--- config.mk ---
export PLATFORM = sky130hd
export DESIGN_NAME = i2c_eeprom_job_sequencer_top
export DESIGN_NICKNAME = d
export VERILOG_FILES = /design/src/rtl/i2cejs_pkg.sv /design/src/rtl/i2c_eeprom_job_sequencer_top.sv
export SDC_FILE = /design/constraint.sdc
export NUM_CORES = 1
export LEC_CHECK = 0
export BUFFER_PORTS_ARGS = -buffer_cell sky130_fd_sc_hd__clkbuf_2
export CORE_UTILIZATION = 60
export CTS_CLUSTER_SIZE = 25
export DETAILED_ROUTE_END_ITERATION = 8
export MAX_ROUTING_LAYER = met4
export PLACE_DENSITY = 0.81
export REMOVE_ABC_BUFFERS = 1
export SYNTH_ARGS = -nofsm -noshare
export SYNTH_HDL_FRONTEND = slang
export SYNTH_SLANG_ARGS = --single-unit
--- constraint.sdc ---
create_clock -name i_clk -period 6.85 [get_ports i_clk]
set_clock_uncertainty 0.1 [all_clocks]
set_input_delay 0.3425 -clock i_clk [delete_from_list [all_inputs] [get_ports i_clk]]
set_output_delay 0.3425 -clock i_clk [all_outputs]
set_load 0.01 [all_outputs]
--- src/rtl/i2cejs_pkg.sv ---
// ----------------------------------------------------------------------------
// i2cejs_pkg
// Shared types and constants of the i2c eeprom job sequencer.
// ----------------------------------------------------------------------------
package i2cejs_pkg;

    localparam int BUFFER_DEPTH = 8;
    localparam int BUF_IDX_W    = (BUFFER_DEPTH > 1) ? $clog2(BUFFER_DEPTH) : 1;

    localparam int IN_DATA_W  = 56;
    localparam int IN_USER_W  = 3;
    localparam int OUT_DATA_W = 24;
    localparam int CFG_IDX_W  = 1;
    localparam int CFG_DATA_W = 15;

    localparam logic [CFG_IDX_W-1:0] CFG_DEVICE_ADDRESS   = 1'd0;
    localparam logic [CFG_IDX_W-1:0] CFG_WRITE_WAIT_TICKS = 1'd1;

    localparam logic [6:0]  DEVICE_ADDRESS_RST   = 7'd80;
    localparam logic [14:0] WRITE_WAIT_TICKS_RST = 15'd5;

    typedef enum logic [2:0] {
        OP_STEP        = 3'd0,
        OP_LOAD        = 3'd1,
        OP_START_WRITE = 3'd2,
        OP_START_READ  = 3'd3,
        OP_QUERY       = 3'd4
    } t_op;

    typedef enum logic [2:0] {
        BOP_START = 3'd0,
        BOP_WRITE = 3'd1,
        BOP_ACK   = 3'd2,
        BOP_READ  = 3'd3,
        BOP_NACK  = 3'd4,
        BOP_STOP  = 3'd5
    } t_bus_op;

    typedef enum logic [1:0] {
        KIND_NONE  = 2'd0,
        KIND_WRITE = 2'd1,
        KIND_READ  = 2'd2
    } t_kind;

    typedef enum logic [4:0] {
        PH_IDLE        = 5'd0,
        PH_START_REQ   = 5'd1,
        PH_START_WAIT  = 5'd2,
        PH_DEVW_REQ    = 5'd3,
        PH_DEVW_WAIT   = 5'd4,
        PH_ACK_REQ     = 5'd5,
        PH_ACK_WAIT    = 5'd6,
        PH_ADDR_REQ    = 5'd7,
        PH_ADDR_WAIT   = 5'd8,
        PH_DATA_REQ    = 5'd9,
        PH_DATA_WAIT   = 5'd10,
        PH_RSTART_REQ  = 5'd11,
        PH_RSTART_WAIT = 5'd12,
        PH_DEVR_REQ    = 5'd13,
        PH_DEVR_WAIT   = 5'd14,
        PH_READ_REQ    = 5'd15,
        PH_READ_WAIT   = 5'd16,
        PH_STOP_REQ    = 5'd17,
        PH_STOP_WAIT   = 5'd18,
        PH_WRITE_WAIT  = 5'd19,
        PH_DONE        = 5'd20,
        PH_NACK_REQ    = 5'd21,
        PH_NACK_WAIT   = 5'd22
    } t_phase;

    typedef struct packed {
        logic [7:0] query_byte;
        logic       job_done;
        logic       busy_res;
        logic [7:0] bus_byte;
        logic [2:0] bus_op;
        logic       bus_req_valid;
        logic       accepted;
    } t_result;

endpackage

--- src/rtl/i2c_eeprom_job_sequencer_top.sv ---
// ----------------------------------------------------------------------------
// i2c_eeprom_job_sequencer_top
// Turns eeprom page write and read jobs into a series of i2c primitives.
// ----------------------------------------------------------------------------
// One item is taken in every cycle while the result register can advance, and
// each item gives one result, passing through the input register and then the
// result register. The phase transition logic decides a single step from the
// registered phase and the handshake bits of the item. The eight-byte buffer
// is held in flip-flops and cleared at reset at once, so there is no clearing
// pass. Configuration is written through a plain write port; the user must
// write it only while the block is idle, as the block does not enforce this.
module i2c_eeprom_job_sequencer_top
    import i2cejs_pkg::*;
(
    input  logic                  i_clk,
    input  logic                  i_rst_n,
    input  logic                  i_cfg_wr_en,
    input  logic [CFG_IDX_W-1:0]  i_cfg_index,
    input  logic [CFG_DATA_W-1:0] i_cfg_data,
    input  logic                  s_axis_tvalid,
    output logic                  s_axis_tready,
    // tick_now[15:0], bus_ready[16], bus_done[17], bus_read_byte[25:18],
    // mem_address[33:26], byte_count[38:34], slot[42:39], load_byte[50:43]
    input  logic [IN_DATA_W-1:0]  s_axis_tdata,
    // op[2:0]
    input  logic [IN_USER_W-1:0]  s_axis_tuser,
    output logic                  m_axis_tvalid,
    input  logic                  m_axis_tready,
    // accepted[0], bus_req_valid[1], bus_op[4:2], bus_byte[12:5],
    // busy_res[13], job_done[14], query_byte[22:15]
    output logic [OUT_DATA_W-1:0] m_axis_tdata
);

    // configuration
    logic [6:0]  r_dev_addr;
    logic [14:0] r_wait_ticks;

    // input register
    logic        r_in_valid;
    logic [2:0]  r_in_op;
    logic [15:0] r_in_tick;
    logic        r_in_ready;
    logic        r_in_done;
    logic [7:0]  r_in_rd;
    logic [7:0]  r_in_addr;
    logic [4:0]  r_in_count;
    logic [3:0]  r_in_slot;
    logic [7:0]  r_in_ld;

    // job state
    t_phase      r_phase, n_phase;
    t_phase      r_ret_phase, n_ret_phase;
    t_kind       r_kind, n_kind;
    logic [7:0]  r_base, n_base;
    logic [4:0]  r_len, n_len;
    logic [4:0]  r_pos, n_pos;
    logic [15:0] r_wake, n_wake;
    logic [7:0]  r_store [BUFFER_DEPTH];

    // result register
    logic        r_out_valid;
    t_result     r_out;

    logic        w_adv;
    logic        w_fire;
    logic        w_step;
    logic        w_issue_ok;
    logic        w_busy;
    logic        w_start_ok;
    logic        w_load_ok;
    logic [4:0]  w_rd_pos;
    logic [7:0]  w_rd_byte;
    logic        w_wr_en;
    logic [4:0]  w_wr_pos;
    logic [7:0]  w_wr_byte;
    logic [15:0] w_diff;
    logic        w_req_valid;
    t_bus_op     w_bus_op;
    logic [7:0]  w_bus_byte;
    logic        w_accepted;
    t_result     w_res;

    assign w_adv         = !r_out_valid || m_axis_tready;
    assign w_fire        = r_in_valid && w_adv;
    assign s_axis_tready = !r_in_valid || w_adv;

    assign w_step     = (r_in_op == OP_STEP);
    assign w_issue_ok = w_step && r_in_ready;
    assign w_busy     = (r_phase != PH_IDLE) && (r_phase != PH_DONE);
    assign w_start_ok = !w_busy && (r_in_count != 5'd0)
                        && (r_in_count <= 5'(BUFFER_DEPTH));
    assign w_load_ok  = !w_busy && ({1'b0, r_in_slot} < 5'(BUFFER_DEPTH));

    // one read port: the query slot or the current byte position
    assign w_rd_pos  = (r_in_op == OP_QUERY) ? {1'b0, r_in_slot} : r_pos;
    assign w_rd_byte = (w_rd_pos < 5'(BUFFER_DEPTH)) ? r_store[w_rd_pos[BUF_IDX_W-1:0]]
                                                      : 8'd0;

    assign w_diff = r_in_tick - r_wake;

    // next state
    always_comb begin
        n_phase     = r_phase;
        n_ret_phase = r_ret_phase;
        n_kind      = r_kind;
        n_base      = r_base;
        n_len       = r_len;
        n_pos       = r_pos;
        n_wake      = r_wake;
        w_accepted  = 1'b0;
        w_wr_en     = 1'b0;
        w_wr_pos    = {1'b0, r_in_slot};
        w_wr_byte   = r_in_ld;
        unique case (r_in_op) inside
            OP_STEP: begin
                unique case (r_phase)
                    PH_START_REQ:   if (w_issue_ok) n_phase = PH_START_WAIT;
                    PH_START_WAIT:  if (r_in_done) n_phase = PH_DEVW_REQ;
                    PH_DEVW_REQ:    if (w_issue_ok) n_phase = PH_DEVW_WAIT;
                    PH_DEVW_WAIT: begin
                        if (r_in_done) begin
                            n_ret_phase = PH_ADDR_REQ;
                            n_phase     = PH_ACK_REQ;
                        end
                    end
                    PH_ACK_REQ:     if (w_issue_ok) n_phase = PH_ACK_WAIT;
                    PH_ACK_WAIT:    if (r_in_done) n_phase = r_ret_phase;
                    PH_ADDR_REQ:    if (w_issue_ok) n_phase = PH_ADDR_WAIT;
                    PH_ADDR_WAIT: begin
                        if (r_in_done) begin
                            n_ret_phase = (r_kind == KIND_WRITE) ? PH_DATA_REQ : PH_RSTART_REQ;
                            n_phase     = PH_ACK_REQ;
                        end
                    end
                    PH_DATA_REQ:    if (w_issue_ok) n_phase = PH_DATA_WAIT;
                    PH_DATA_WAIT: begin
                        if (r_in_done) begin
                            n_pos       = r_pos + 5'd1;
                            n_ret_phase = (n_pos >= r_len) ? PH_STOP_REQ : PH_DATA_REQ;
                            n_phase     = PH_ACK_REQ;
                        end
                    end
                    PH_RSTART_REQ:  if (w_issue_ok) n_phase = PH_RSTART_WAIT;
                    PH_RSTART_WAIT: if (r_in_done) n_phase = PH_DEVR_REQ;
                    PH_DEVR_REQ:    if (w_issue_ok) n_phase = PH_DEVR_WAIT;
                    PH_DEVR_WAIT: begin
                        if (r_in_done) begin
                            n_ret_phase = PH_READ_REQ;
                            n_phase     = PH_ACK_REQ;
                        end
                    end
                    PH_READ_REQ:    if (w_issue_ok) n_phase = PH_READ_WAIT;
                    PH_READ_WAIT: begin
                        if (r_in_done) begin
                            // a byte for a position beyond the buffer is dropped
                            w_wr_en   = (r_pos < 5'(BUFFER_DEPTH));
                            w_wr_pos  = r_pos;
                            w_wr_byte = r_in_rd;
                            n_pos     = r_pos + 5'd1;
                            n_phase   = PH_NACK_REQ;
                        end
                    end
                    PH_NACK_REQ:    if (w_issue_ok) n_phase = PH_NACK_WAIT;
                    PH_NACK_WAIT:   if (r_in_done) n_phase = PH_STOP_REQ;
                    PH_STOP_REQ:    if (w_issue_ok) n_phase = PH_STOP_WAIT;
                    PH_STOP_WAIT: begin
                        if (r_in_done) begin
                            if (r_kind == KIND_WRITE) begin
                                n_wake  = r_in_tick + {1'b0, r_wait_ticks};
                                n_phase = PH_WRITE_WAIT;
                            end else if (r_pos < r_len) begin
                                n_phase = PH_START_REQ;
                            end else begin
                                n_phase = PH_DONE;
                            end
                        end
                    end
                    // wrap-safe: reached once the tick is at or past the wake point
                    PH_WRITE_WAIT:  if (!w_diff[15]) n_phase = PH_DONE;
                    default: ;
                endcase
            end
            OP_LOAD: begin
                if (w_load_ok) begin
                    w_wr_en    = 1'b1;
                    w_accepted = 1'b1;
                end
            end
            OP_START_WRITE, OP_START_READ: begin
                if (w_start_ok) begin
                    n_base     = r_in_addr;
                    n_len      = r_in_count;
                    n_pos      = 5'd0;
                    n_kind     = (r_in_op == OP_START_WRITE) ? KIND_WRITE : KIND_READ;
                    n_phase    = PH_START_REQ;
                    w_accepted = 1'b1;
                end
            end
            default: ;
        endcase
    end

    // primitive issued on this step
    always_comb begin
        w_req_valid = 1'b0;
        w_bus_op    = BOP_START;
        w_bus_byte  = 8'd0;
        if (w_issue_ok) begin
            unique case (r_phase) inside
                PH_START_REQ, PH_RSTART_REQ: begin
                    w_req_valid = 1'b1;
                    w_bus_op    = BOP_START;
                end
                PH_DEVW_REQ: begin
                    w_req_valid = 1'b1;
                    w_bus_op    = BOP_WRITE;
                    w_bus_byte  = {r_dev_addr, 1'b0};
                end
                PH_DEVR_REQ: begin
                    w_req_valid = 1'b1;
                    w_bus_op    = BOP_WRITE;
                    w_bus_byte  = {r_dev_addr, 1'b1};
                end
                PH_ADDR_REQ: begin
                    w_req_valid = 1'b1;
                    w_bus_op    = BOP_WRITE;
                    w_bus_byte  = r_base + {3'd0, r_pos};
                end
                PH_DATA_REQ: begin
                    w_req_valid = 1'b1;
                    w_bus_op    = BOP_WRITE;
                    w_bus_byte  = w_rd_byte;
                end
                PH_ACK_REQ: begin
                    w_req_valid = 1'b1;
                    w_bus_op    = BOP_ACK;
                end
                PH_READ_REQ: begin
                    w_req_valid = 1'b1;
                    w_bus_op    = BOP_READ;
                end
                PH_NACK_REQ: begin
                    w_req_valid = 1'b1;
                    w_bus_op    = BOP_NACK;
                end
                PH_STOP_REQ: begin
                    w_req_valid = 1'b1;
                    w_bus_op    = BOP_STOP;
                end
                default: ;
            endcase
        end
    end

    always_comb begin
        w_res.accepted      = w_accepted;
        w_res.bus_req_valid = w_req_valid;
        w_res.bus_op        = w_bus_op;
        w_res.bus_byte      = w_bus_byte;
        w_res.busy_res      = (n_phase != PH_IDLE) && (n_phase != PH_DONE);
        w_res.job_done      = (n_phase == PH_DONE);
        w_res.query_byte    = (r_in_op == OP_QUERY) ? w_rd_byte : 8'd0;
    end

    always_ff @(posedge i_clk) begin
        if (!i_rst_n) begin
            r_dev_addr   <= DEVICE_ADDRESS_RST;
            r_wait_ticks <= WRITE_WAIT_TICKS_RST;
        end else if (i_cfg_wr_en) begin
            unique case (i_cfg_index)
                CFG_DEVICE_ADDRESS:   r_dev_addr   <= i_cfg_data[6:0];
                CFG_WRITE_WAIT_TICKS: r_wait_ticks <= i_cfg_data;
                default: ;
            endcase
        end
    end

    always_ff @(posedge i_clk) begin
        if (!i_rst_n) begin
            r_in_valid <= 1'b0;
        end else if (s_axis_tready) begin
            r_in_valid <= s_axis_tvalid;
        end
    end

    always_ff @(posedge i_clk) begin
        if (s_axis_tvalid && s_axis_tready) begin
            r_in_op    <= s_axis_tuser;
            r_in_tick  <= s_axis_tdata[15:0];
            r_in_ready <= s_axis_tdata[16];
            r_in_done  <= s_axis_tdata[17];
            r_in_rd    <= s_axis_tdata[25:18];
            r_in_addr  <= s_axis_tdata[33:26];
            r_in_count <= s_axis_tdata[38:34];
            r_in_slot  <= s_axis_tdata[42:39];
            r_in_ld    <= s_axis_tdata[50:43];
        end
    end

    always_ff @(posedge i_clk) begin
        if (!i_rst_n) begin
            r_phase     <= PH_IDLE;
            r_ret_phase <= PH_IDLE;
            r_kind      <= KIND_NONE;
            r_base      <= 8'd0;
            r_len       <= 5'd0;
            r_pos       <= 5'd0;
            r_wake      <= 16'd0;
            for (int i = 0; i < BUFFER_DEPTH; i++) begin
                r_store[i] <= 8'd0;
            end
        end else if (w_fire) begin
            r_phase     <= n_phase;
            r_ret_phase <= n_ret_phase;
            r_kind      <= n_kind;
            r_base      <= n_base;
            r_len       <= n_len;
            r_pos       <= n_pos;
            r_wake      <= n_wake;
            if (w_wr_en) begin
                r_store[w_wr_pos[BUF_IDX_W-1:0]] <= w_wr_byte;
            end
        end
    end

    always_ff @(posedge i_clk) begin
        if (!i_rst_n) begin
            r_out_valid <= 1'b0;
        end else if (w_adv) begin
            r_out_valid <= r_in_valid;
        end
    end

    always_ff @(posedge i_clk) begin
        if (w_fire) begin
            r_out <= w_res;
        end
    end

    assign m_axis_tvalid = r_out_valid;
    assign m_axis_tdata  = {1'b0, r_out};

    // an issued primitive always leaves the job in progress
    a_issue_busy: assert property (@(posedge i_clk) disable iff (!i_rst_n)
        r_out_valid |-> (!r_out.bus_req_valid || r_out.busy_res))
        else $error("primitive issued without a job in progress");

    a_done_not_busy: assert property (@(posedge i_clk) disable iff (!i_rst_n)
        r_out_valid |-> !(r_out.job_done && r_out.busy_res))
        else $error("job reported done and busy together");

    // the phase only moves when an item passes into the result register
    a_phase_hold: assert property (@(posedge i_clk) disable iff (!i_rst_n)
        !w_fire |=> $stable(r_phase))
        else $error("phase changed without a transfer");

    a_pos_in_len: assert property (@(posedge i_clk) disable iff (!i_rst_n)
        w_busy |-> (r_pos <= r_len))
        else $error("byte position beyond job length");

    a_accept_quiet: assert property (@(posedge i_clk) disable iff (!i_rst_n)
        r_out_valid && r_out.accepted |-> !r_out.bus_req_valid)
        else $error("request taken and primitive issued by one transfer");

endmodule
Word-level counts from Yosys, hierarchy flattened
Memories as Yosys holds them, arrays and structs flattened.
Index checks and enable logic that the tools add are counted.

storage, ports and cells
  output and inout bits = 26
  logic and storage cells = 166
  bits in latches = 0
  bits in read-only memories = 0
  bits in registers = 147
  memories = 1
  RAM bits = 64

operators by class
  equality and inequality tests = 36
  add/sub/neg operators = 4
  divide/modulo/power cells = 0
  reduce and logical (&&, ||, !) cells = 31
  shifts and indexed selects = 0
  bitwise gates (word level) = 1
  magnitude comparators = 6
  multiplexer cells = 60
  multipliers = 0

memory list
  name     words  bits a word  read ports  clocked after memory_dff  write ports  line                                RTL
  r_store  8      8            1           0                         8            i2c_eeprom_job_sequencer_top.sv:58  logic [7:0] r_store [BUFFER_DEPTH];

operators with widths
  cell                count
  $mux 5              30
  $pmux 5 s18         1
  $eq 5x4->1 const B  8
  $mux 8              5
  $eq 5x5->1 const B  7
  $pmux 8 s4          1
  $eq 5x3->1 const B  4
  $pmux 5 s2          2
  $pmux 5 s4          1
  $add 16x15->16      1
  $sub 16x16->16      1
  $pmux 3 s5          1
  $reduce_bool 5->1   3
  $ne 2x2->1 const B  7
  $mux 3              4
  $mux 1              11
  $eq 5x2->1 const B  2
  $lt 5x4->1 const B  2
  $ne 5x5->1 const B  2
  $reduce_and 5->1    2
  $reduce_or 10->1    1
  $add 8x5->8         1
  $logic_and 1x1->1   8
  $reduce_or 4->1     2
  23 further kinds    31

Longest topological paths before layout
  depth after elaboration = 12
  mapped depth = 11
  depth with buffers taken out = 11

Least setup slack after synthesis
No wires, ideal clock.

  path kind = reg2reg
  from = reg r_out_valid, in the netlist m_axis_tvalid
  to = mem r_store[1][0] (enable)
  stages on the path, launching flop included = 11
  path buffers = 2
  required time = 6421 ps
  setup slack = 4124 ps
  data arrival time = 2297 ps
  clock period less this slack = 2726 ps
  setup time = 329 ps
  cells stage by stage = dfxtp_1 > nor2b_1 > nand2b_1 > buf_2 > inv_1 > nand2_1 > a21oi_1 > nor2b_1 > clkbuf_1 > nand2_1 > nand2_1

RTL lines
  element                 line                                 RTL
  from (decl)             i2c_eeprom_job_sequencer_top.sv:61   logic r_out_valid;
  from (signal assigned)  i2c_eeprom_job_sequencer_top.sv:330  r_out_valid <= r_in_valid;
  to (decl)               i2c_eeprom_job_sequencer_top.sv:58

Worst setup path in the final report
  from = reg r_out_valid, in the netlist m_axis_tvalid
  to = reg r_wake[12]

between the ends
  cells in the longest elaborated chain, start to end = 4

ends and longest elaborated chain
  element                     line                                 RTL
  $logic_not 1->1             i2c_eeprom_job_sequencer_top.sv:83   assign w_adv = !r_out_valid || m_axis_tready;
  $logic_or 1x1->1            i2c_eeprom_job_sequencer_top.sv:83
  $logic_and 1x1->1           i2c_eeprom_job_sequencer_top.sv:84   assign w_fire = r_in_valid && w_adv;
  via w_fire                  i2c_eeprom_job_sequencer_top.sv:65   logic w_fire;
  $reduce_and 5->1 (no line)  --
  to (signal assigned)        i2c_eeprom_job_sequencer_top.sv:319  r_wake <= n_wake;
  to (decl)                   i2c_eeprom_job_sequencer_top.sv:57   logic [15:0] r_wake, n_wake;

The timed path passes the listed nets, and every way through them passes these cells.
A chain may end at the register's enable or synchronous reset.

==> flow_metrics.env <==
export IMPL_num_antenna_cells=0
export IMPL_finalCriticalPeriod_ps=3680
export IMPL_drive_gt1_frac=0.133
export IMPL_end_kind="flop"
export IMPL_netlist_area_leader_share=0.401
export IMPL_clockBufferDepth=3
export IMPL_drv_cap=0
export IMPL_grt_use_total=0.307
export IMPL_status="finished with violations"
export IMPL_drt_wl_total_um=27100
export IMPL_clk_pin_slew_ps=60
export IMPL_overflow=0
export IMPL_post_route_period_util=0.537
export IMPL_r2r_start="m_axis_tvalid$_SDFFE_PN0P_"
export IMPL_ff2ff_path_depth=8
export IMPL_port_buffers=99
export IMPL_synth_seq_cells=211
export IMPL_setup_tns_ps=0
export IMPL_core_area_sq_um=17200
export IMPL_hold_depth=3
export IMPL_clock_latency_ps=510
export IMPL_synth_cell_types=71
export IMPL_start_kind="flop"
export IMPL_clock_sinks=211
export IMPL_hold_class="input port to flop"
export IMPL_peakVddDrop_mv=0.256
export IMPL_synth_edf_count=141
export IMPL_synth_area_per_cell_sq_um=9.99
export IMPL_crit_required_ps=7140
export IMPL_leakage_uw=0.00501
export IMPL_area_delta_synth_final_pct=20.0
export IMPL_hold_viol=0
export IMPL_place_gp_congestion=0.937
export IMPL_io_pins=106
export IMPL_fillCellCount=1161
export IMPL_worstPathMaxFanout=29
export IMPL_grt_pass1_vias=8178
export IMPL_start_util=0.613
export IMPL_synth_area_leaders="edfxtp_1 40%, dfxtp_1 13%, nand2_1 6.8%"
export IMPL_max_slew_margin_rel=0.0954
export IMPL_mostFrequentLayoutCell="nand2_1"
export IMPL_fp_dieW_um=135
export IMPL_drt_first_iter_violations=836
export IMPL_rsz0062_at_grt="false"
export IMPL_grt_pass1_wl_um=41700
export IMPL_setup_viol=0
export IMPL_die_h_um=135
export IMPL_ant_nets=0
export IMPL_synth_main_ff_cell="edfxtp_1"
export IMPL_crit_type="flop to flop"
export IMPL_num_vias=8716
export IMPL_nets=1338
export IMPL_antenna_found_initial=0
export IMPL_fmax_mhz=272
export IMPL_dieArea_sq_um=18200
export IMPL_tightestPinTransition_ps=1320
export IMPL_grt_start_max_net_pins=81
export IMPL_numCtsBuffers=23
export IMPL_fin_cells=1453
export IMPL_synthesis_instances=1058
export IMPL_rr_endpoint="r_wake[12]$_SDFFE_PN0P_"
export IMPL_cts_tree="built"
export IMPL_htree_levels=1
export IMPL_power_density_nw_per_um2=237
export IMPL_synth_async_reset_ratio=0
export IMPL_root_buffer="clkbuf_16"
export IMPL_maxSlewViolCount=0
export IMPL_wire_per_inst_um=18.7
export IMPL_final_cell_mix="191 x nand2_1, 141 x edfxtp_1, 118 x nor2_1"
export IMPL_rows=48
export IMPL_yosysWarnings=0
export IMPL_firstDrtPassIters=7
export IMPL_seq_area_frac_synth=0.533
export IMPL_worstPathArrival_ps=3970
export IMPL_dp_cells=1344
export IMPL_route_detailed_drc=1
export IMPL_hpwl_um=17100
export IMPL_violations="DRC"
export IMPL_min_delay_start="i_cfg_data[1]"
export IMPL_holdPathEnd="r_dev_addr[1]$_SDFFE_PN0P_"
export IMPL_yosysTopAreaCell="edfxtp_1"
export IMPL_reg2reg_slack_ps=3170
export IMPL_syn_area_sq_um=10600
export IMPL_avgViaCountPerCell=6.00
==> power breakdown <==
group	leakage [uW]	internal [uW]	switching, uW
sequential	0.00198	1410	28.7
combinational	0.00262	111	153
clock	0.000405	805	503
total	0.00501	2320	685
==> area by class of cell <==
cell class / instances / area, sq um / share of cell area
clock buffer: 33 / 717 / 0.0565
clock inverter: 9 / 101 / 0.00799
inverter: 28 / 105 / 0.00828
multi-input combinational: 773 / 4620 / 0.364
sequential: 211 / 5640 / 0.444
tap: 225 / 282 / 0.0222
timing repair buffer: 174 / 1230 / 0.0966
==> Yosys cell counts, types with 4 or more instances <==
library cell / instances
or3_1: 5
nor2_1: 118
o21a_1: 12
o21ai_0: 40
and2_1: 16
a41oi_1: 4
xnor2_1: 9
a21oi_1: 38
mux2i_1: 12
and3_1: 16
a22oi_1: 5
a21o_1: 12
nand4_1: 6
xor2_1: 18
nor3_1: 13
inv_1: 25
nand2_1: 191
buf_1: 4
a211oi_1: 7
edfxtp_1: 141
nand2b_1: 20
clkbuf_1: 25
nand3b_1: 4
nand3_1: 47
buf_2: 12
a31oi_1: 14
nor2b_1: 13
o31ai_1: 5
a311oi_1: 8
a21boi_0: 39
dfxtp_1: 70
ha_1: 45
==> repair_timing <==
action | in CTS | in global routing
hold buffers | 67 | 0
resized for setup | 0 | 0
hold endpoints to repair | 69 | 0
buffers inserted | 0 | 0
==> routing by layer <==
metal	vias to the layer above	routed length [um]	track usage
li1	4093	-	-
met1	4131	11100	0.395
met2	433	13100	0.509
met3	59	2210	0.0417
met4	0	698	0.0861
met5	-	0	-
==> how the worst max path moves through the flow <==
stage,end,from
2_1_floorplan,r_store[1][0]$_SDFFCE_PN0P_,r_in_op[0]$_DFFE_PP_
3_3_place_gp,r_wake[8]$_SDFFE_PN0P_,m_axis_tready
3_5_place_dp,r_wake[8]$_SDFFE_PN0P_,m_axis_tready
4_1_cts,r_wake[12]$_SDFFE_PN0P_,m_axis_tvalid$_SDFFE_PN0P_
5_1_grt,r_wake[12]$_SDFFE_PN0P_,m_axis_tvalid$_SDFFE_PN0P_
6_report,r_wake[12]$_SDFFE_PN0P_,m_axis_tvalid$_SDFFE_PN0P_
==> stage by stage <==
| stage | utilization | setup slack [ps] | instance area (sq um) | total power, uW | hold slack, ps |
|---|---|---|---|---|---|
| floorplan | - | 3350 | 10400 | 1590 | 314 |
| global placement | 0.650 | 3320 | 11200 | 1680 | 356 |
| detailed placement | 0.650 | 3230 | 11200 | 1680 | 359 |
| CTS | 0.736 | 3210 | 12700 | 3000 | 2.97 |
| global route | 0.736 | 2730 | 12700 | 3090 | 20.6 |
| finish | 0.736 | 3170 | 12700 | 3010 | 15.9 |
==> cell families after synthesis <==
| logic type | share of synthesized area |
|---|---|
| simple gates | 0.197 |
| compound gates | 0.146 |
| flops | 0.533 |
| buf+inv | 0.0302 |
| fa+ha+maj | 0.0580 |
| xor+xnor | 0.0224 |
| mux | 0.0128 |
| other cells | 0.000355 |
==> sequential cells by signal, indices dropped and copies added (netlist names) <==
signal,flops
r_store,64
m_axis_tdata,23
r_in_tick,16
r_wake,16
r_wait_ticks,15
r_base,8
r_in_addr,8
r_in_ld,8
r_in_rd,8
r_dev_addr,7
r_in_count,5
r_len,5
r_phase,5
r_pos,5
r_ret_phase,5
r_in_slot,4
r_in_op,3
r_kind,2
m_axis_tvalid,1
r_in_done,1
r_in_ready,1
r_in_valid,1
==> worst max-delay path: stages (launching register included) <==
cell and delay [ps]:
dfxtp_1 300, nor2b_1 150, nand2b_1 300, inv_1 940
and3_1 370, nand3_1 720, nand2_1 290, o21ai_0 150
and2_1 230
Note: power is estimated with default switching activity, not from simulation.
